## src/rtl/dtd_pkg.sv

```systemverilog
// ----------------------------------------------------------------------------
// dtd_pkg
// Shared types, record and error codes, and the crc-16 byte step for the
// disk image track decoder.
// ----------------------------------------------------------------------------
package dtd_pkg;

    localparam logic [15:0] CRC_POLY = 16'hA097;

    localparam logic [2:0] REC_TRACK  = 3'd0;
    localparam logic [2:0] REC_SECTOR = 3'd1;
    localparam logic [2:0] REC_LIT    = 3'd2;
    localparam logic [2:0] REC_RUN    = 3'd3;
    localparam logic [2:0] REC_SECEND = 3'd4;
    localparam logic [2:0] REC_END    = 3'd5;
    localparam logic [2:0] REC_ERROR  = 3'd6;

    localparam logic [3:0] ERR_NONE      = 4'd0;
    localparam logic [3:0] ERR_TRACK_CRC = 4'd1;
    localparam logic [3:0] ERR_HDR_CRC   = 4'd2;
    localparam logic [3:0] ERR_ZERO_LEN  = 4'd3;
    localparam logic [3:0] ERR_BAD_MODE  = 4'd4;
    localparam logic [3:0] ERR_RAW_LEN   = 4'd5;
    localparam logic [3:0] ERR_PAT_FORM  = 4'd6;
    localparam logic [3:0] ERR_BLK_TYPE  = 4'd7;
    localparam logic [3:0] ERR_BLK_OVF   = 4'd8;
    localparam logic [3:0] ERR_SHORT     = 4'd9;
    localparam logic [3:0] ERR_DATA_CRC  = 4'd10;

    localparam logic [7:0] END_MARK  = 8'hFF;
    localparam logic [7:0] FILL_F6   = 8'hF6;
    localparam logic [7:0] FILL_ZERO = 8'h00;

    typedef struct packed {
        logic [2:0]  record;
        logic [7:0]  track_cylinder;
        logic [6:0]  track_head;
        logic [7:0]  id_cylinder;
        logic [7:0]  id_head;
        logic [7:0]  id_sector;
        logic [7:0]  size_code;
        logic [7:0]  byte_a;
        logic [7:0]  byte_b;
        logic [15:0] run_length;
        logic [4:0]  sector_marks;
        logic [3:0]  error_code;
    } t_rec;

    typedef struct packed {
        logic take;
        logic push;
        logic err;
    } t_dec_ctl;

    function automatic logic [15:0] crc_byte(input logic [15:0] c, input logic [7:0] b);
        logic [15:0] x;
        x = c ^ {b, 8'h00};
        for (int i = 0; i < 8; i++) begin
            x = x[15] ? ({x[14:0], 1'b0} ^ CRC_POLY) : {x[14:0], 1'b0};
        end
        return x;
    endfunction

endpackage

```

## src/rtl/dtd_in_queue.sv

```systemverilog
// ----------------------------------------------------------------------------
// dtd_in_queue
// Two-entry byte queue at the input side; decouples the image byte stream
// from the decoder.
// ----------------------------------------------------------------------------
module dtd_in_queue (
    input  logic       i_clk,
    input  logic       i_rst_n,
    input  logic       i_push,
    input  logic [7:0] i_byte,
    output logic       o_full,
    output logic       o_valid,
    output logic [7:0] o_byte,
    input  logic       i_take
);
    logic [7:0] r_mem [2];
    logic       r_wp, r_rp;
    logic [1:0] r_cnt;
    logic       w_wr, w_rd;

    assign o_full  = (r_cnt == 2'd2);
    assign o_valid = (r_cnt != 2'd0);
    assign o_byte  = r_mem[r_rp];
    assign w_wr    = i_push && !o_full;
    assign w_rd    = i_take && o_valid;

    always_ff @(posedge i_clk) begin
        if (w_wr) begin
            r_mem[r_wp] <= i_byte;
        end
    end

    always_ff @(posedge i_clk) begin
        if (!i_rst_n) begin
            r_wp  <= 1'b0;
            r_rp  <= 1'b0;
            r_cnt <= 2'd0;
        end else begin
            if (w_wr) r_wp <= ~r_wp;
            if (w_rd) r_rp <= ~r_rp;
            r_cnt <= r_cnt + {1'b0, w_wr} - {1'b0, w_rd};
        end
    end
endmodule

```

## src/rtl/dtd_out_queue.sv

```systemverilog
// ----------------------------------------------------------------------------
// dtd_out_queue
// Four-entry record queue at the result side.
// ----------------------------------------------------------------------------
module dtd_out_queue (
    input  logic          i_clk,
    input  logic          i_rst_n,
    input  logic          i_push,
    input  dtd_pkg::t_rec i_rec,
    output logic          o_full,
    output logic          o_empty,
    output dtd_pkg::t_rec o_rec,
    input  logic          i_pop
);
    dtd_pkg::t_rec r_mem [4];
    logic [1:0]    r_wp, r_rp;
    logic [2:0]    r_cnt;
    logic          w_wr, w_rd;

    assign o_full  = (r_cnt == 3'd4);
    assign o_empty = (r_cnt == 3'd0);
    assign o_rec   = r_mem[r_rp];
    assign w_wr    = i_push && !o_full;
    assign w_rd    = i_pop && !o_empty;

    always_ff @(posedge i_clk) begin
        if (w_wr) begin
            r_mem[r_wp] <= i_rec;
        end
    end

    always_ff @(posedge i_clk) begin
        if (!i_rst_n) begin
            r_wp  <= 2'd0;
            r_rp  <= 2'd0;
            r_cnt <= 3'd0;
        end else begin
            if (w_wr) r_wp <= r_wp + 2'd1;
            if (w_rd) r_rp <= r_rp + 2'd1;
            r_cnt <= r_cnt + {2'b0, w_wr} - {2'b0, w_rd};
        end
    end
endmodule

```

## src/rtl/dtd_decoder.sv

```systemverilog
// ----------------------------------------------------------------------------
// dtd_decoder
// Track and sector parser: takes one byte at a time, keeps the header and
// data crcs and, while the result queue is not full, folds pattern runs one
// byte per cycle and emits at most one record per cycle into that queue.
// ----------------------------------------------------------------------------
module dtd_decoder #(
    parameter int MAX_SIZE_CODE = 6
) (
    input  logic              i_clk,
    input  logic              i_rst_n,
    input  logic [7:0]        i_data_rate,
    input  logic              i_valid,
    input  logic [7:0]        i_byte,
    input  logic              i_out_full,
    output dtd_pkg::t_dec_ctl o_ctl,
    output dtd_pkg::t_rec     o_rec
);
    localparam int SIZE_W = MAX_SIZE_CODE + 10;
    localparam int CW     = (SIZE_W > 17) ? SIZE_W + 1 : 18;

    typedef enum logic [10:0] {
        PH_TRK_FIRST = 11'b00000000001,
        PH_TRK_REST  = 11'b00000000010,
        PH_SEC_HDR   = 11'b00000000100,
        PH_LEN       = 11'b00000001000,
        PH_RAW       = 11'b00000010000,
        PH_PAT_HDR   = 11'b00000100000,
        PH_BLK_TYPE  = 11'b00001000000,
        PH_BLK_REP   = 11'b00010000000,
        PH_BLK_LIT   = 11'b00100000000,
        PH_BLK_PAT   = 11'b01000000000,
        PH_DONE      = 11'b10000000000
    } t_phase;

    typedef enum logic [4:0] {
        C_NONE    = 5'b00001,
        C_FILL    = 5'b00010,
        C_SECDONE = 5'b00100,
        C_ENDSEC  = 5'b01000,
        C_AFTER   = 5'b10000
    } t_cont;

    t_phase            r_phase, n_phase;
    t_cont             r_cont, n_cont;
    logic [2:0]        r_cnt, n_cnt;
    logic [7:0]        r_hb [6];
    logic [7:0]        n_hb [6];
    logic [7:0]        r_secleft, n_secleft;
    logic [7:0]        r_cyl, n_cyl;
    logic [6:0]        r_head, n_head;
    logic              r_fm, n_fm;
    logic [15:0]       r_hcrc, n_hcrc;
    logic [15:0]       r_ca, n_ca;
    logic [15:0]       r_cc, n_cc;
    logic [15:0]       r_blk, n_blk;
    logic [SIZE_W-1:0] r_prod, n_prod;
    logic [7:0]        r_run, n_run;
    logic [15:0]       r_pat, n_pat;
    logic              r_err, n_err;
    logic [SIZE_W-1:0] r_fold, n_fold;

    logic [SIZE_W-1:0] w_size;
    logic [7:0]        w_fb;
    logic              v_take, v_push, v_after, v_endsec, v_secdone, v_fail;
    logic [2:0]        v_kind;
    logic [7:0]        v_a, v_b;
    logic [15:0]       v_run, v_blk;
    logic [3:0]        v_ecode;
    logic              w_sec;

    assign w_size = (r_hb[3] <= 8'(MAX_SIZE_CODE))
                  ? ({{(SIZE_W-8){1'b0}}, 8'd128} << r_hb[3][2:0]) : '0;
    assign w_fb   = r_fold[0] ? r_pat[15:8] : r_pat[7:0];

    always_comb begin
        n_phase = r_phase;  n_cont = r_cont;  n_cnt = r_cnt;  n_hb = r_hb;
        n_secleft = r_secleft;  n_cyl = r_cyl;  n_head = r_head;  n_fm = r_fm;
        n_hcrc = r_hcrc;  n_ca = r_ca;  n_cc = r_cc;  n_blk = r_blk;
        n_prod = r_prod;  n_run = r_run;  n_pat = r_pat;  n_err = r_err;
        n_fold = r_fold;
        v_take = 1'b0;  v_push = 1'b0;  v_after = 1'b0;  v_endsec = 1'b0;
        v_secdone = 1'b0;  v_fail = 1'b0;  v_kind = dtd_pkg::REC_TRACK;
        v_a = 8'h00;  v_b = 8'h00;  v_run = 16'h0000;  v_ecode = dtd_pkg::ERR_NONE;
        v_blk = r_blk;

        if (!i_out_full) begin
            if (r_fold != '0) begin
                n_ca   = dtd_pkg::crc_byte(r_ca, w_fb);
                n_cc   = dtd_pkg::crc_byte(r_cc, w_fb);
                n_fold = r_fold - 1'b1;
            end else if (r_cont != C_NONE) begin
                n_cont = C_NONE;
                unique case (r_cont)
                    C_FILL: begin
                        if (r_hb[5] != r_hcrc[7:0]) begin
                            v_fail = 1'b1;  v_ecode = dtd_pkg::ERR_HDR_CRC;
                        end else begin
                            v_push = 1'b1;  v_kind = dtd_pkg::REC_RUN;
                            v_a = r_hb[4][4] ? dtd_pkg::FILL_F6 : dtd_pkg::FILL_ZERO;
                            v_b = v_a;
                            v_run = 16'(w_size >> 1);
                            n_cont = C_SECDONE;
                        end
                    end
                    C_SECDONE: v_secdone = 1'b1;
                    C_ENDSEC:  v_endsec = 1'b1;
                    C_AFTER:   v_after = 1'b1;
                    default:   n_cont = C_NONE;
                endcase
            end else if (i_valid) begin
                v_take = 1'b1;
                if (!r_err) begin
                    unique case (r_phase)
                        PH_TRK_FIRST: begin
                            if (i_byte == dtd_pkg::END_MARK) begin
                                v_push = 1'b1;  v_kind = dtd_pkg::REC_END;
                                n_phase = PH_DONE;
                            end else begin
                                n_hb[0] = i_byte;
                                n_hcrc  = dtd_pkg::crc_byte(16'h0000, i_byte);
                                n_cnt   = 3'd1;
                                n_phase = PH_TRK_REST;
                            end
                        end
                        PH_TRK_REST: begin
                            n_hb[r_cnt] = i_byte;
                            n_cnt = r_cnt + 3'd1;
                            if (r_cnt != 3'd3) begin
                                n_hcrc = dtd_pkg::crc_byte(r_hcrc, i_byte);
                            end else begin
                                n_cnt = 3'd0;
                                if (i_byte != r_hcrc[7:0]) begin
                                    v_fail = 1'b1;  v_ecode = dtd_pkg::ERR_TRACK_CRC;
                                end else begin
                                    n_secleft = r_hb[0];
                                    n_cyl     = r_hb[1];
                                    n_head    = r_hb[2][6:0];
                                    n_fm      = r_hb[2][7];
                                    v_push = 1'b1;  v_kind = dtd_pkg::REC_TRACK;
                                    n_phase = (r_hb[0] != 8'h00) ? PH_SEC_HDR : PH_TRK_FIRST;
                                end
                            end
                        end
                        PH_SEC_HDR: begin
                            n_hb[r_cnt] = i_byte;
                            n_cnt = r_cnt + 3'd1;
                            if (r_cnt == 3'd0) begin
                                n_hcrc = dtd_pkg::crc_byte(16'h0000, i_byte);
                            end else if (r_cnt != 3'd5) begin
                                n_hcrc = dtd_pkg::crc_byte(r_hcrc, i_byte);
                            end else begin
                                n_cnt = 3'd0;
                                v_push = 1'b1;  v_kind = dtd_pkg::REC_SECTOR;
                                if (r_hb[4][5:4] != 2'b00) begin
                                    n_cont = C_FILL;
                                end else begin
                                    n_ca = 16'h0000;  n_cc = r_hcrc;
                                    n_prod = '0;  n_blk = 16'h0000;
                                    if (r_hb[3] <= 8'(MAX_SIZE_CODE)) n_phase = PH_LEN;
                                    else n_cont = C_ENDSEC;
                                end
                            end
                        end
                        PH_LEN: begin
                            if (r_cnt == 3'd0) begin
                                n_blk = {8'h00, i_byte};  n_cnt = 3'd1;
                            end else if (r_cnt == 3'd1) begin
                                n_blk = {i_byte, r_blk[7:0]};  n_cnt = 3'd2;
                            end else begin
                                n_cnt = 3'd0;
                                if (r_blk == 16'h0000) begin
                                    v_fail = 1'b1;  v_ecode = dtd_pkg::ERR_ZERO_LEN;
                                end else begin
                                    n_blk = r_blk - 16'd1;
                                    v_blk = n_blk;
                                    case (i_byte)
                                        8'd0: begin
                                            if (CW'(n_blk) != CW'(w_size)) begin
                                                v_fail = 1'b1;  v_ecode = dtd_pkg::ERR_RAW_LEN;
                                            end else n_phase = PH_RAW;
                                        end
                                        8'd1: begin
                                            if (n_blk != 16'd4) begin
                                                v_fail = 1'b1;  v_ecode = dtd_pkg::ERR_PAT_FORM;
                                            end else n_phase = PH_PAT_HDR;
                                        end
                                        8'd2: v_after = 1'b1;
                                        default: begin
                                            v_fail = 1'b1;  v_ecode = dtd_pkg::ERR_BAD_MODE;
                                        end
                                    endcase
                                end
                            end
                        end
                        PH_RAW: begin
                            v_push = 1'b1;  v_kind = dtd_pkg::REC_LIT;  v_a = i_byte;
                            n_ca = dtd_pkg::crc_byte(r_ca, i_byte);
                            n_cc = dtd_pkg::crc_byte(r_cc, i_byte);
                            n_prod = r_prod + 1'b1;
                            if (CW'(n_prod) >= CW'(w_size)) n_cont = C_ENDSEC;
                        end
                        PH_PAT_HDR: begin
                            n_cnt = r_cnt + 3'd1;
                            case (r_cnt)
                                3'd0: n_blk = {8'h00, i_byte};
                                3'd1: n_blk = {i_byte, r_blk[7:0]};
                                3'd2: n_pat = {8'h00, i_byte};
                                default: begin
                                    n_pat = {i_byte, r_pat[7:0]};
                                    n_cnt = 3'd0;
                                    if (CW'({r_blk, 1'b0}) != CW'(w_size)) begin
                                        v_fail = 1'b1;  v_ecode = dtd_pkg::ERR_PAT_FORM;
                                    end else begin
                                        n_blk = 16'h0000;
                                        v_push = 1'b1;  v_kind = dtd_pkg::REC_RUN;
                                        v_a = r_pat[7:0];  v_b = i_byte;  v_run = r_blk;
                                        n_prod = r_prod + w_size;
                                        n_fold = w_size;
                                        n_cont = C_ENDSEC;
                                    end
                                end
                            endcase
                        end
                        PH_BLK_TYPE: begin
                            n_run = i_byte;
                            n_blk = r_blk - 16'd2;
                            n_phase = PH_BLK_REP;
                        end
                        PH_BLK_REP: begin
                            if (r_run == 8'd0) begin
                                if ({8'h00, i_byte} > r_blk
                                    || CW'(r_prod) + CW'(i_byte) > CW'(w_size)) begin
                                    v_fail = 1'b1;  v_ecode = dtd_pkg::ERR_BLK_OVF;
                                end else begin
                                    n_blk = r_blk - {8'h00, i_byte};
                                    n_run = i_byte;
                                    if (i_byte == 8'd0) v_after = 1'b1;
                                    else n_phase = PH_BLK_LIT;
                                end
                            end else if (r_run == 8'd1) begin
                                if (r_blk < 16'd2
                                    || CW'(r_prod) + CW'({i_byte, 1'b0}) > CW'(w_size)) begin
                                    v_fail = 1'b1;  v_ecode = dtd_pkg::ERR_BLK_OVF;
                                end else begin
                                    n_blk = r_blk - 16'd2;
                                    n_run = i_byte;
                                    n_cnt = 3'd0;
                                    n_phase = PH_BLK_PAT;
                                end
                            end else begin
                                v_fail = 1'b1;  v_ecode = dtd_pkg::ERR_BLK_TYPE;
                            end
                        end
                        PH_BLK_LIT: begin
                            v_push = 1'b1;  v_kind = dtd_pkg::REC_LIT;  v_a = i_byte;
                            n_ca = dtd_pkg::crc_byte(r_ca, i_byte);
                            n_cc = dtd_pkg::crc_byte(r_cc, i_byte);
                            n_prod = r_prod + 1'b1;
                            n_run = r_run - 8'd1;
                            if (n_run == 8'd0) n_cont = C_AFTER;
                        end
                        PH_BLK_PAT: begin
                            if (r_cnt == 3'd0) begin
                                n_pat = {8'h00, i_byte};  n_cnt = 3'd1;
                            end else begin
                                n_pat = {i_byte, r_pat[7:0]};
                                n_cnt = 3'd0;
                                n_run = 8'd0;
                                if (r_run != 8'd0) begin
                                    v_push = 1'b1;  v_kind = dtd_pkg::REC_RUN;
                                    v_a = r_pat[7:0];  v_b = i_byte;  v_run = {8'h00, r_run};
                                    n_prod = r_prod + SIZE_W'({r_run, 1'b0});
                                    n_fold = SIZE_W'({r_run, 1'b0});
                                    n_cont = C_AFTER;
                                end else begin
                                    v_after = 1'b1;
                                end
                            end
                        end
                        PH_DONE: n_phase = PH_DONE;
                        default: n_phase = PH_DONE;
                    endcase
                end
            end

            if (v_after) begin
                if (v_blk == 16'h0000) begin
                    if (CW'(r_prod) < CW'(w_size)) begin
                        v_fail = 1'b1;  v_ecode = dtd_pkg::ERR_SHORT;
                    end else v_endsec = 1'b1;
                end else if (v_blk < 16'd2) begin
                    v_fail = 1'b1;  v_ecode = dtd_pkg::ERR_BLK_OVF;
                end else begin
                    n_phase = PH_BLK_TYPE;
                end
            end
            if (v_endsec) begin
                if (r_hb[5] != r_ca[7:0] && r_hb[5] != r_cc[7:0]) begin
                    v_fail = 1'b1;  v_ecode = dtd_pkg::ERR_DATA_CRC;
                end else v_secdone = 1'b1;
            end
            if (v_secdone) begin
                v_push = 1'b1;  v_kind = dtd_pkg::REC_SECEND;
                n_secleft = r_secleft - 8'd1;
                n_cnt = 3'd0;
                n_phase = (n_secleft != 8'd0) ? PH_SEC_HDR : PH_TRK_FIRST;
            end
            if (v_fail) begin
                v_push = 1'b1;  v_kind = dtd_pkg::REC_ERROR;
                v_a = 8'h00;  v_b = 8'h00;  v_run = 16'h0000;
                n_err = 1'b1;
                n_cont = C_NONE;
            end
        end
    end

    assign w_sec = (v_kind == dtd_pkg::REC_SECTOR) || (v_kind == dtd_pkg::REC_LIT)
                || (v_kind == dtd_pkg::REC_RUN) || (v_kind == dtd_pkg::REC_SECEND);

    always_comb begin
        o_rec = '0;
        o_rec.record         = v_kind;
        o_rec.track_cylinder = n_cyl;
        o_rec.track_head     = n_head;
        o_rec.byte_a         = v_a;
        o_rec.byte_b         = v_b;
        o_rec.run_length     = v_run;
        o_rec.error_code     = v_ecode;
        if (w_sec) begin
            o_rec.id_cylinder  = r_hb[0];
            o_rec.id_head      = r_hb[1];
            o_rec.id_sector    = r_hb[2];
            o_rec.size_code    = r_hb[3];
            o_rec.sector_marks = {(r_hb[4][5:4] == 2'b00) && r_hb[4][6], r_hb[4][2],
                                  r_hb[4][1], i_data_rate[6:0] == 7'd2,
                                  i_data_rate[7] || n_fm};
        end
    end

    assign o_ctl.take = v_take;
    assign o_ctl.push = v_push;
    assign o_ctl.err  = r_err;

    always_ff @(posedge i_clk) begin
        r_hb  <= n_hb;
        r_pat <= n_pat;
        r_run <= n_run;
    end

    always_ff @(posedge i_clk) begin
        if (!i_rst_n) begin
            r_phase   <= PH_TRK_FIRST;
            r_cont    <= C_NONE;
            r_cnt     <= 3'd0;
            r_secleft <= 8'd0;
            r_cyl     <= 8'd0;
            r_head    <= 7'd0;
            r_fm      <= 1'b0;
            r_hcrc    <= 16'h0000;
            r_ca      <= 16'h0000;
            r_cc      <= 16'h0000;
            r_blk     <= 16'h0000;
            r_prod    <= '0;
            r_err     <= 1'b0;
            r_fold    <= '0;
        end else begin
            r_phase   <= n_phase;
            r_cont    <= n_cont;
            r_cnt     <= n_cnt;
            r_secleft <= n_secleft;
            r_cyl     <= n_cyl;
            r_head    <= n_head;
            r_fm      <= n_fm;
            r_hcrc    <= n_hcrc;
            r_ca      <= n_ca;
            r_cc      <= n_cc;
            r_blk     <= n_blk;
            r_prod    <= n_prod;
            r_err     <= n_err;
            r_fold    <= n_fold;
        end
    end
endmodule

```

## src/rtl/disk_image_track_decoder_core.sv

```systemverilog
// ----------------------------------------------------------------------------
// disk_image_track_decoder_core
// An item is registered in the input queue, and its records in the result queue.
// An item can give up to two extra records, and the crc folding unit takes
// pattern repetitions a byte a cycle while the result queue is not full.
// Reset is synchronous: queues empty, parser waits for a track header,
// rate register zero.
// ----------------------------------------------------------------------------
module disk_image_track_decoder_core #(
    parameter int MAX_SIZE_CODE = 6
) (
    input  logic        i_clk,
    input  logic        i_rst_n,
    input  logic        i_cfg_we,
    input  logic [7:0]  i_cfg_wdata,
    input  logic        i_push,
    output logic        o_full,
    input  logic [7:0]  i_stream_byte,
    output logic        o_empty,
    input  logic        i_pop,
    output logic [2:0]  o_record,
    output logic [7:0]  o_track_cylinder,
    output logic [6:0]  o_track_head,
    output logic [7:0]  o_id_cylinder,
    output logic [7:0]  o_id_head,
    output logic [7:0]  o_id_sector,
    output logic [7:0]  o_size_code,
    output logic [7:0]  o_byte_a,
    output logic [7:0]  o_byte_b,
    output logic [15:0] o_run_length,
    output logic [4:0]  o_sector_marks,
    output logic [3:0]  o_error_code
);
    logic              r_data_rate;
    logic [7:0]        r_rate;
    logic              w_in_valid, w_out_full;
    logic [7:0]        w_in_byte;
    dtd_pkg::t_dec_ctl w_ctl;
    dtd_pkg::t_rec     w_dec_rec, w_out_rec;

    assign r_data_rate = 1'b0;

    always_ff @(posedge i_clk) begin
        if (!i_rst_n) begin
            r_rate <= 8'h00;
        end else if (i_cfg_we) begin
            r_rate <= i_cfg_wdata;
        end
    end

    dtd_in_queue u_front (
        .i_clk   (i_clk),
        .i_rst_n (i_rst_n),
        .i_push  (i_push),
        .i_byte  (i_stream_byte),
        .o_full  (o_full),
        .o_valid (w_in_valid),
        .o_byte  (w_in_byte),
        .i_take  (w_ctl.take)
    );

    dtd_decoder #(.MAX_SIZE_CODE(MAX_SIZE_CODE)) u_back (
        .i_clk       (i_clk),
        .i_rst_n     (i_rst_n),
        .i_data_rate (r_rate),
        .i_valid     (w_in_valid),
        .i_byte      (w_in_byte),
        .i_out_full  (w_out_full | r_data_rate),
        .o_ctl       (w_ctl),
        .o_rec       (w_dec_rec)
    );

    dtd_out_queue u_result (
        .i_clk   (i_clk),
        .i_rst_n (i_rst_n),
        .i_push  (w_ctl.push),
        .i_rec   (w_dec_rec),
        .o_full  (w_out_full),
        .o_empty (o_empty),
        .o_rec   (w_out_rec),
        .i_pop   (i_pop)
    );

    assign o_record         = w_out_rec.record;
    assign o_track_cylinder = w_out_rec.track_cylinder;
    assign o_track_head     = w_out_rec.track_head;
    assign o_id_cylinder    = w_out_rec.id_cylinder;
    assign o_id_head        = w_out_rec.id_head;
    assign o_id_sector      = w_out_rec.id_sector;
    assign o_size_code      = w_out_rec.size_code;
    assign o_byte_a         = w_out_rec.byte_a;
    assign o_byte_b         = w_out_rec.byte_b;
    assign o_run_length     = w_out_rec.run_length;
    assign o_sector_marks   = w_out_rec.sector_marks;
    assign o_error_code     = w_out_rec.error_code;

    a_no_overflow: assert property (@(posedge i_clk) disable iff (!i_rst_n)
        !(w_ctl.push && w_out_full))
        else $error("record pushed into full queue");

    a_take_valid: assert property (@(posedge i_clk) disable iff (!i_rst_n)
        w_ctl.take |-> w_in_valid)
        else $error("byte taken from empty queue");

    a_err_silent: assert property (@(posedge i_clk) disable iff (!i_rst_n)
        (w_ctl.err && $past(w_ctl.err)) |-> !w_ctl.push)
        else $error("record after error");
endmodule
```

## config.mk

```make
export PLATFORM = sky130hd
export DESIGN_NAME = disk_image_track_decoder_core
export DESIGN_NICKNAME = d
export VERILOG_FILES = /design/src/rtl/dtd_pkg.sv /design/src/rtl/dtd_in_queue.sv /design/src/rtl/dtd_out_queue.sv /design/src/rtl/dtd_decoder.sv /design/src/rtl/disk_image_track_decoder_core.sv
export SDC_FILE = /design/constraint.sdc
export NUM_CORES = 1
export LEC_CHECK = 0
export BUFFER_PORTS_ARGS = -buffer_cell sky130_fd_sc_hd__clkbuf_2
export CORE_MARGIN = 1
export CORE_UTILIZATION = 40
export CTS_CLUSTER_DIAMETER = 200
export CTS_CLUSTER_SIZE = 12
export DETAILED_ROUTE_END_ITERATION = 10
export PLACE_DENSITY = 0.63
export RECOVER_POWER = 100
export SETUP_SLACK_MARGIN = 0.4
export SLEW_MARGIN = 20
export SYNTH_ARGS = -nofsm -noshare
export SYNTH_HDL_FRONTEND = slang
export SYNTH_SLANG_ARGS = --single-unit
```

## constraint.sdc

```tcl
create_clock -name i_clk -period 10 [get_ports i_clk]
set_clock_uncertainty 0.2 [all_clocks]
set_input_delay 1 -clock i_clk [delete_from_list [all_inputs] [get_ports i_clk]]
set_output_delay 1 -clock i_clk [all_outputs]
set_load 0.03 [all_outputs]
```

-- Word level (Yosys, flattened, before mapping)
Memories as Yosys holds them, arrays and structs flattened. A register that Yosys moved wholly into a read port is not among the register bits.
Index checks and enable logic that the tools add are counted.
- bits in registers: 231
- latch bits: 0
- bits in writable memories: 380
- bits in read-only memories: 0
- input port bits: 21
- output and inout bits: 93
- memories kept: 2
- memories (name ; depth ; width ; read ports ; clocked after memory_dff ; wr ports ; RTL line ; source):
    u_result.r_mem ; 4 ; 91 ; 1 ; 1 ; 1 ; dtd_out_queue.sv:15 ; dtd_pkg::t_rec r_mem [4];
    u_front.r_mem ; 2 ; 8 ; 1 ; 1 ; 1 ; dtd_in_queue.sv:16 ; logic [7:0] r_mem [2];
- add/subtract/negate cells: 18
- multipliers: 0
- div/mod/pow operators: 0
- $lt $le $gt $ge: 10
- eq/ne operators: 87
- shifts and indexed selects: 1
- multiplexer cells: 386
- bitwise logic cells: 60
- reductions and logical operators: 64
- operators with widths (cell ; number):
    2-to-1 mux 16 bit ; 106
    2-to-1 mux 8 bit ; 48
    inverter 7 bit ; 48
    2-to-1 mux 11 bit ; 25
    one-hot mux 16 bit (2 select lines) ; 6
    2-to-1 mux 3 bit ; 32
    one-hot mux 16 bit (3 select lines) ; 2
    2-to-1 mux 1 bit ; 94
    2-to-1 mux 5 bit ; 17
    2-to-1 mux 4 bit ; 20
    one-hot mux 16 bit (5 select lines) ; 1
    XOR 16 bit ; 5
    one-hot mux 11 bit (7 select lines) ; 1
    one-hot mux 16 bit (4 select lines) ; 1
    2-to-1 mux 7 bit ; 8
    bitwise mux 48 bit ; 1
    greater-than comparator 18 x 16 -> 1 bit ; 2
    != test 2 bit (second input constant) ; 17
    zero test 16 bit ; 2
    < comparator 16 x 2 -> 1 bit (second input constant) ; 2
    2-to-1 mux 32 bit ; 1
    != test 8 bit ; 4
    one-hot mux 8 bit (2 select lines) ; 2
    one-hot mux 8 bit (4 select lines) ; 1
    other kinds (96) ; 180

-- Logic depth before layout (Yosys ltp)
Gate-level depths: netlist of the first run.
- depth after elaboration: 26
- gate-level depth with buffers: 28
- depth with buffers taken out: 25

-- Cells and area by module
Synthesis of the first run repeated with hierarchy kept, for this count alone.
- cell total of the unflattened synthesis: 3091
- area total of the unflattened synthesis: 34351.7 sq um
- modules (own cells, without submodules) (module ; times used ; cells an instance ; area an instance (sq um)):
    dtd_decoder ; 1 ; 2488 ; 19530.0
    dtd_out_queue ; 1 ; 526 ; 13706.9
    dtd_in_queue ; 1 ; 52 ; 813.3
    disk_image_track_decoder_core ; 1 ; 25 ; 301.5

-- Least setup slack after synthesis of the first run
No wires, ideal clock.
- path kind: reg2reg
- start: register (tool-made name)
- end: memory u_result.r_mem[0][0] in the netlist's numbering, enable pin
- setup time: 460 ps
- arrival time: 7956 ps
- required time: 9340 ps
- slack: 1384 ps
- cell stages (with the launch flop): 24
- path buffers: 2
- cells stage by stage: dfxtp_1 > clkbuf_1 > mux2i_1 > clkbuf_1 > clkinv_1 > ha_1 > fa_1 > a211oi_1 > o21ai_0 > a31o_2 > nand3_1 > nor2_1 > xnor2_1 > ha_1 > nor4bb_1 > nand3_1 > nor4_1 > a41oi_1 > nor3_1 > a41oi_1 > nor2_1 > nor3b_1 > a31oi_1 > and2_1
- RTL lines (element ; RTL line):
    end, declared ; dtd_out_queue.sv:15

==> flow_metrics.py, run 1 <==
metrics = {
    "status": {
        "outcome": "finished, violations left",
        "violations": "capacitance limit, slew limit",
    },
    "route": {
        "drt_pass1_iterations": 6,
        "post_drt_wl_per_cell_um": 24.5,
        "drt_iter0_markers": 2603,
        "avgViaCountPerCell": 5.91,
        "dr_total_vias": 25200,
        "ant_nets": 0,
        "drcViolationCount": 0,
        "drt_wl_total_mm": 104,
    },
    "yosys": {
        "synth_cells": 3058,
        "synth_warnings": 0,
        "synth_edf_count": 449,
        "synth_largest_area_cell": "edfxtp_1",
        "ys.flop_type": "edfxtp_1",
        "yosysMostFrequentCell": "edfxtp_1",
        "yosys.area.top_type_share_pct": 39.9,
        "ys_types": 96,
        "syn_avg_cell_area_sq_um": 11.0,
        "synth.yosys.seq_area_share_pct": 49.5,
        "synth_area_leaders": "edfxtp_1 40%, dfxtp_1 9.6%, xnor2_1 6.8%",
        "synth_area_sq_um": 33800,
        "synth-seq-cells": 611,
        "synthTopCellsByCount": "449 x edfxtp_1, 278 x nor2_1, 261 x xnor2_1",
        "async_reset_ff_share_pct": 0,
    },
    "clock_tree": {
        "cts_buffers": 56,
        "post_cts_buffers": 0,
        "clk_path_buf_depth": 3,
        "h-tree-depth": 2,
        "cts_hold_buf": 0,
        "cts_root_buffer": "clkbuf_16",
        "clk_latency_ps": 650,
        "cts.sinks": 611,
        "clk_transition_reported_paths_ps": 70,
        "cts_tree": "built",
        "cts_resized": 0,
    },
    "power": {
        "p_leak_nw": 12.7,
        "p_int_w": 0.00595,
        "pwr-share-comb_pct": 49.4,
        "clockPowerShare_pct": 20.1,
        "powerDensity_nw_per_um2": 271,
        "design_power_total_w": 0.0100,
        "seqPwrFrac_pct": 30.5,
        "p_switching_w": 0.00405,
        "swShare_pct": 40.5,
        "ir_drop_v": 0.000186,
    },
    "setup_path": {
        "critPathMaxStageDelay_ps": 1080,
        "crit_type": "register to register",
        "endpoint_kind": "register",
        "start_kind": "register",
        "critPathBufInv": 3,
        "crit_arrival_ps": 8820,
        "cp_slowest_cell": "clkbuf_1",
        "cp.required_ps": 10070,
        "crit_chain": "mux2i_2, clkbuf_1, inv_1, ha_1, a21oi_1, nand2_1, a31o_2, nand3_1, nor2_1, xnor2_1, ha_1, nor4bb_1, nand3_1, nor4_1, a41oi_1, nor3_1, a41oi_1, nor2_1, nor3b_1, a31oi_1, and2_4, clkbuf_2",
        "critical-path-top-delay-family": "simple AND/OR/NAND/NOR gates",
        "cp_max_fo": 55,
    },
    "floorplan": {
        "initial_core_util_pct": 40.4,
        "die_area_sq_um": 85600,
        "die-height_um": 293,
        "num_io_pins": 114,
        "core_area_sq_um": 83600,
        "die_w_um": 293,
        "rows": 106,
    },
    "grt": {
        "overflow": 0,
        "groute.usage.overall_pct": 23.9,
        "grt_max_degree": 67,
        "antenna_found_initial": 3,
        "grt_pass1_wl_mm": 156,
        "grt_pass1_vias": 24100,
    },
    "min_path": {
        "hold_path_class": "register to register",
        "hold_path_startpoint": "u_back.r_fold[12]",
    },
    "timing": {
        "finalHoldViolCount": 0,
        "fmax_ghz": 0.114,
        "slew_viol_final": 323,
        "setup_tns_ps": 0,
        "rsz0062_at_grt": "false",
        "max-slew-margin-rel_pct": -120,
        "final.min_clock_period_ps": 8750,
        "worst_pin_slew_ps": 3300,
        "period_share_pct": 87.5,
        "setup_viol_count_final": 0,
    },
    "placed_design": {
        "gp_congestion": 0.999,
        "port_buffers": 113,
        "dpl.hpwl_mm": 73.7,
    },
    "job": {
        "cap_violations": 10,
    },
    "finish": {
        "post_route_cells_drive_above_1_share_pct": 7.99,
        "fin_nets": 3268,
        "area_delta_synth_final_pct": 9.50,
        "utilization_pct": 44.3,
    },
}
[logic make-up (layout without fill, tap and decap cells)]
group / after synthesis / after routing / share of synthesized area, %
AOI/OAI and AO/OA: 616 / 616 / 12.0
xor gates and xnor gates: 352 / 352 / 9.21
adders and majority gates: 114 / 114 / 4.36
buffers and inverters: 260 / 365 / 2.99
DFF: 611 / 611 / 49.5
muxes: 156 / 156 / 8.07
other: 2 / 19 / 0.0222
and+or+nand+nor: 947 / 947 / 13.9
[layer usage]
layer,vias to the layer above,global-route usage [%],part of all wire (%),wire length (um)
met1,12300,33.4,43,45100
li1,11500,-,-,-
met2,1132,37.9,45,47500
met3,190,3.98,8.1,8430
met4,4,7.30,3.2,3350
met5,-,0,0.022,23
[final timing paths]
kind,end,slack (ps),cells after the start
setup / recovery,u_result.r_mem[0][23],1250,22
hold / removal,u_back.r_fold[12],290,2
setup reg to reg,u_result.r_mem[0][23],1250,22
hold reg to reg,u_back.r_fold[12],290,2
[cell type report]
class	count	area (sq um)
antenna	1	2.50
clock buffer	101	1570
clock inverter	3	80.1
fill	7859	46600
inverter	84	317
multi-input combinational	2203	16100
sequential	611	16700
tap	1080	1350
timing repair buffer	177	831
[cells in the final DEF (no fill, tap or decap), types with 18 or more instances in the layout]
master	netlist	layout
a22oi_1	25	25
inv_1	80	80
o211ai_1	28	28
edfxtp_1	449	449
nor3_1	92	93
buf_4	0	37
nand3_1	68	68
o22ai_1	23	24
nor4_1	43	44
o21ai_0	123	126
ha_1	108	108
dfxtp_1	162	162
nor2b_1	21	21
nand2_1	199	199
nor2_1	278	277
clkbuf_2	0	22
o21a_1	26	26
clkbuf_1	140	163
conb_1	2	18
mux4_2	91	91
clkbuf_16	0	56
a21oi_1	167	166
xnor2_1	261	261
a211oi_1	34	34
or3_1	19	19
nand4_1	29	29
and3_1	22	22
and2_0	0	45
xor2_1	89	89
mux2i_1	45	41
and2_1	76	27
[power groups by stage]
stage / clock network [W] / logic (W) / registers (W)
floorplan: 0 / 0.00389 / 0.00300
global placement: 0 / 0.00496 / 0.00310
detailed placement: 0 / 0.00496 / 0.00310
CTS: 0.00206 / 0.00499 / 0.00304
global route: 0.00214 / 0.00532 / 0.00306
finish: 0.00201 / 0.00495 / 0.00305
[registers in the layout, summed over array words and instances, names as in the netlist, 5 cells and up, named ones only]
register	flops
r_rate	8
u_back.r_blk	16
u_back.r_ca	16
u_back.r_cc	16
u_back.r_cont	5
u_back.r_cyl	8
u_back.r_fold	16
u_back.r_hb	45
u_back.r_hcrc	16
u_back.r_head	7
u_back.r_pat	16
u_back.r_phase	11
u_back.r_prod	16
u_back.r_run	8
u_back.r_secleft	8
u_front.r_mem	16
u_result.r_mem	364
[tightest hold or removal path, cell delays in order (launching register included)]
cell and delay [ps]:
dfxtp_1 330, nand2_1 60, mux2i_1 60
[through the flow]
stage	hold slack, ps	area [sq um]	worst slack [ps]	instances
final	287	37000	1250	4260
after global routing	325	37000	544	4259
after CTS	295	37300	1560	4259
after detailed placement	283	35600	1620	4155
after global placement	272	35600	1580	4155
after floorplan	246	33800	1380	3074
Power figures use the tool's default switching activity.
==> inputs of run 2 (changes only) <==
--- a/config.mk
+++ b/config.mk
@@ -11,7 +11,7 @@
 export CTS_CLUSTER_DIAMETER = 200
 export CTS_CLUSTER_SIZE = 12
 export DETAILED_ROUTE_END_ITERATION = 10
-export PLACE_DENSITY = 0.63
+export PLACE_DENSITY_LB_ADDON = 0.2
 export RECOVER_POWER = 100
 export SETUP_SLACK_MARGIN = 0.4
 export SLEW_MARGIN = 20
==> constraint.sdc (replaced) <==
create_clock -name i_clk -period 9.83 [get_ports i_clk]
set_clock_uncertainty 0.2 [all_clocks]
set_input_delay 0.983 -clock i_clk [delete_from_list [all_inputs] [get_ports i_clk]]
set_output_delay 0.983 -clock i_clk [all_outputs]
set_load 0.03 [all_outputs]
==> flow_metrics.py, run 2 (synthesized netlist as in run 1, its figures left out) <==
metrics = {
    "finish": {
        "final_cell_mix": "449 x edfxtp_1, 277 x nor2_1, 261 x xnor2_1",
        "area_delta_synth_final_pct": 9.76,
        "layout_commonest_cell": "edfxtp_1",
        "post_route_cells_drive_above_1_share_pct": 8.18,
        "fill_cells": 7837,
        "largest_reg_flops": 364,
        "fin_nets": 3267,
        "largestRegisters": "u_result.r_mem x364, u_back.r_hb x45",
        "top_register": "u_result.r_mem",
    },
    "timing": {
        "fmax_ghz": 0.113,
        "finalHoldViolCount": 0,
        "worst_pin_slew_ps": 3310,
        "setup_viol_count_final": 0,
        "rsz0062_at_grt": "false",
        "final.min_clock_period_ps": 8830,
        "slew_viol_final": 333,
        "max-slew-margin-rel_pct": -120,
        "setup_tns_ps": 0,
        "fin_ws_ps": 995,
        "period_share_pct": 89.9,
    },
    "route": {
        "ant_nets": 0,
        "drt_wl_total_mm": 111,
        "drt_iter0_markers": 2236,
        "post_drt_wl_per_cell_um": 26.0,
        "drt_pass1_iterations": 6,
        "dr_total_vias": 25400,
        "drcViolationCount": 0,
        "avgViaCountPerCell": 5.97,
    },
    "clock_tree": {
        "cts_resized": 0,
        "clk_transition_reported_paths_ps": 70,
        "cts.sinks": 611,
        "clk_latency_ps": 670,
        "cts_tree": "built",
        "cts_buffers": 56,
        "cts_hold_buf": 0,
        "clk_path_buf_depth": 3,
        "h-tree-depth": 2,
        "post_cts_buffers": 0,
        "cts_root_buffer": "clkbuf_16",
    },
    "setup_path": {
        "r2r-end": "u_result.r_mem[0][73]",
        "cp.required_ps": 9950,
        "crit_chain": "mux2i_2, clkbuf_1, inv_1, ha_1, nand2_1, o21ai_0, a31oi_1, nor2b_1, nand3_1, xnor2_1, ha_1, a211oi_1, o21ai_0, o22ai_1, a41oi_1, nor3_1, a41oi_1, nor2_1, nor3b_1, a31oi_1, and2_4, buf_12",
        "r2r_setup_slack_ps": 1000,
        "crit_arrival_ps": 8960,
        "worst_r2r_path_depth": 22,
        "cp_slowest_cell": "clkbuf_1",
        "start_kind": "register",
        "critPathMaxStageDelay_ps": 1020,
        "endpoint_kind": "register",
        "critPathBufInv": 3,
        "cp_max_fo": 52,
        "critical-path-top-delay-family": "simple AND/OR/NAND/NOR gates",
        "crit_type": "register to register",
    },
    "power": {
        "p_leak_nw": 12.7,
        "ir_drop_v": 0.000214,
        "design_power_total_w": 0.0102,
        "powerDensity_nw_per_um2": 276,
    },
    "status": {
        "violations": "capacitance limit, slew limit",
        "outcome": "finished, violations left",
    },
    "floorplan": {
        "rows": 106,
        "die-height_um": 293,
        "die_w_um": 293,
        "die_area_sq_um": 85600,
        "num_io_pins": 114,
        "initial_core_util_pct": 40.4,
        "core_area_sq_um": 83600,
    },
    "placed_design": {
        "port_buffers": 113,
        "gp_congestion": 0.979,
        "dpl.hpwl_mm": 78.1,
        "place_ws_ps": 1440,
    },
    "grt": {
        "grt_pass1_wl_mm": 165,
        "overflow": 0,
        "grt_pass1_vias": 25000,
        "groute.usage.overall_pct": 25.5,
        "antenna_found_initial": 2,
        "grt_max_degree": 60,
    },
    "job": {
        "cap_violations": 10,
    },
    "min_path": {
        "hold_path_startpoint": "u_back.r_hcrc[13]",
        "hold_path_class": "register to register",
        "holdPathEnd": "u_back.r_hcrc[13]",
        "min_delay_path_depth": 2,
    },
}
[run 2: per-stage QoR]
step / instances / utilization (%) / hold slack [ps] / cell area [sq um]
after floorplan: 3074 / - / 246 / 33800
after global placement: 4154 / 42.7 / 270 / 35700
after detailed placement: 4154 / 42.7 / 286 / 35700
after CTS: 4258 / 44.7 / 297 / 37300
after global routing: 4258 / 44.4 / 328 / 37100
final: 4259 / 44.4 / 292 / 37100
[run 2: worst max-delay path by stage]
stage,endpoint,cells past startpoint,startpoint,slack [ps]
floorplan,u_result.r_mem[0][0],23,register,1210
global placement,u_result.r_mem[0][45],22,register,1550
detailed placement,u_result.r_mem[0][43],22,register,1440
CTS,u_result.r_mem[0][55],22,register,1410
global route,u_result.r_mem[0][73],23,register,510
finish,u_result.r_mem[0][73],22,register,1000
[run 2: layout make-up]
type / instances / area, sq um / share of cell area [%]
Clock buffer: 101 / 1570 / 4.24
Timing Repair Buffer: 176 / 882 / 2.38
Sequential cell: 611 / 16700 / 45.1
Antenna cell: 1 / 2.50 / 0.00675
Tap cell: 1080 / 1350 / 3.65
Inverter: 84 / 317 / 0.854
Clock inverter: 3 / 80.1 / 0.216
Multi-Input combinational cell: 2203 / 16100 / 43.5
[run 2: per-layer routing]
| layer | track usage (%) | routed length (um) | vias up |
|---|---|---|---|
| li1 | - | - | 11500 |
| met1 | 35.8 | 49200 | 12700 |
| met2 | 40.8 | 50900 | 1002 |
| met3 | 3.60 | 7200 | 179 |
| met4 | 8.01 | 3490 | 0 |
| met5 | 0 | 0 | - |
[run 2: power breakdown]
part           internal [W]  switching, W  total, W
Combinational       0.00206       0.00296   0.00502
Sequential          0.00291      0.000218   0.00313
Clock               0.00108      0.000981   0.00206
Total               0.00605       0.00416    0.0102
[run 2: tightest hold or removal path, delay by kind of cell (launching register included)]
kind / cells / cell delay, ps
AND/OR/NAND/NOR: 1 / 60
AO/OA/AOI/OAI: 1 / 50
flip-flops: 1 / 330
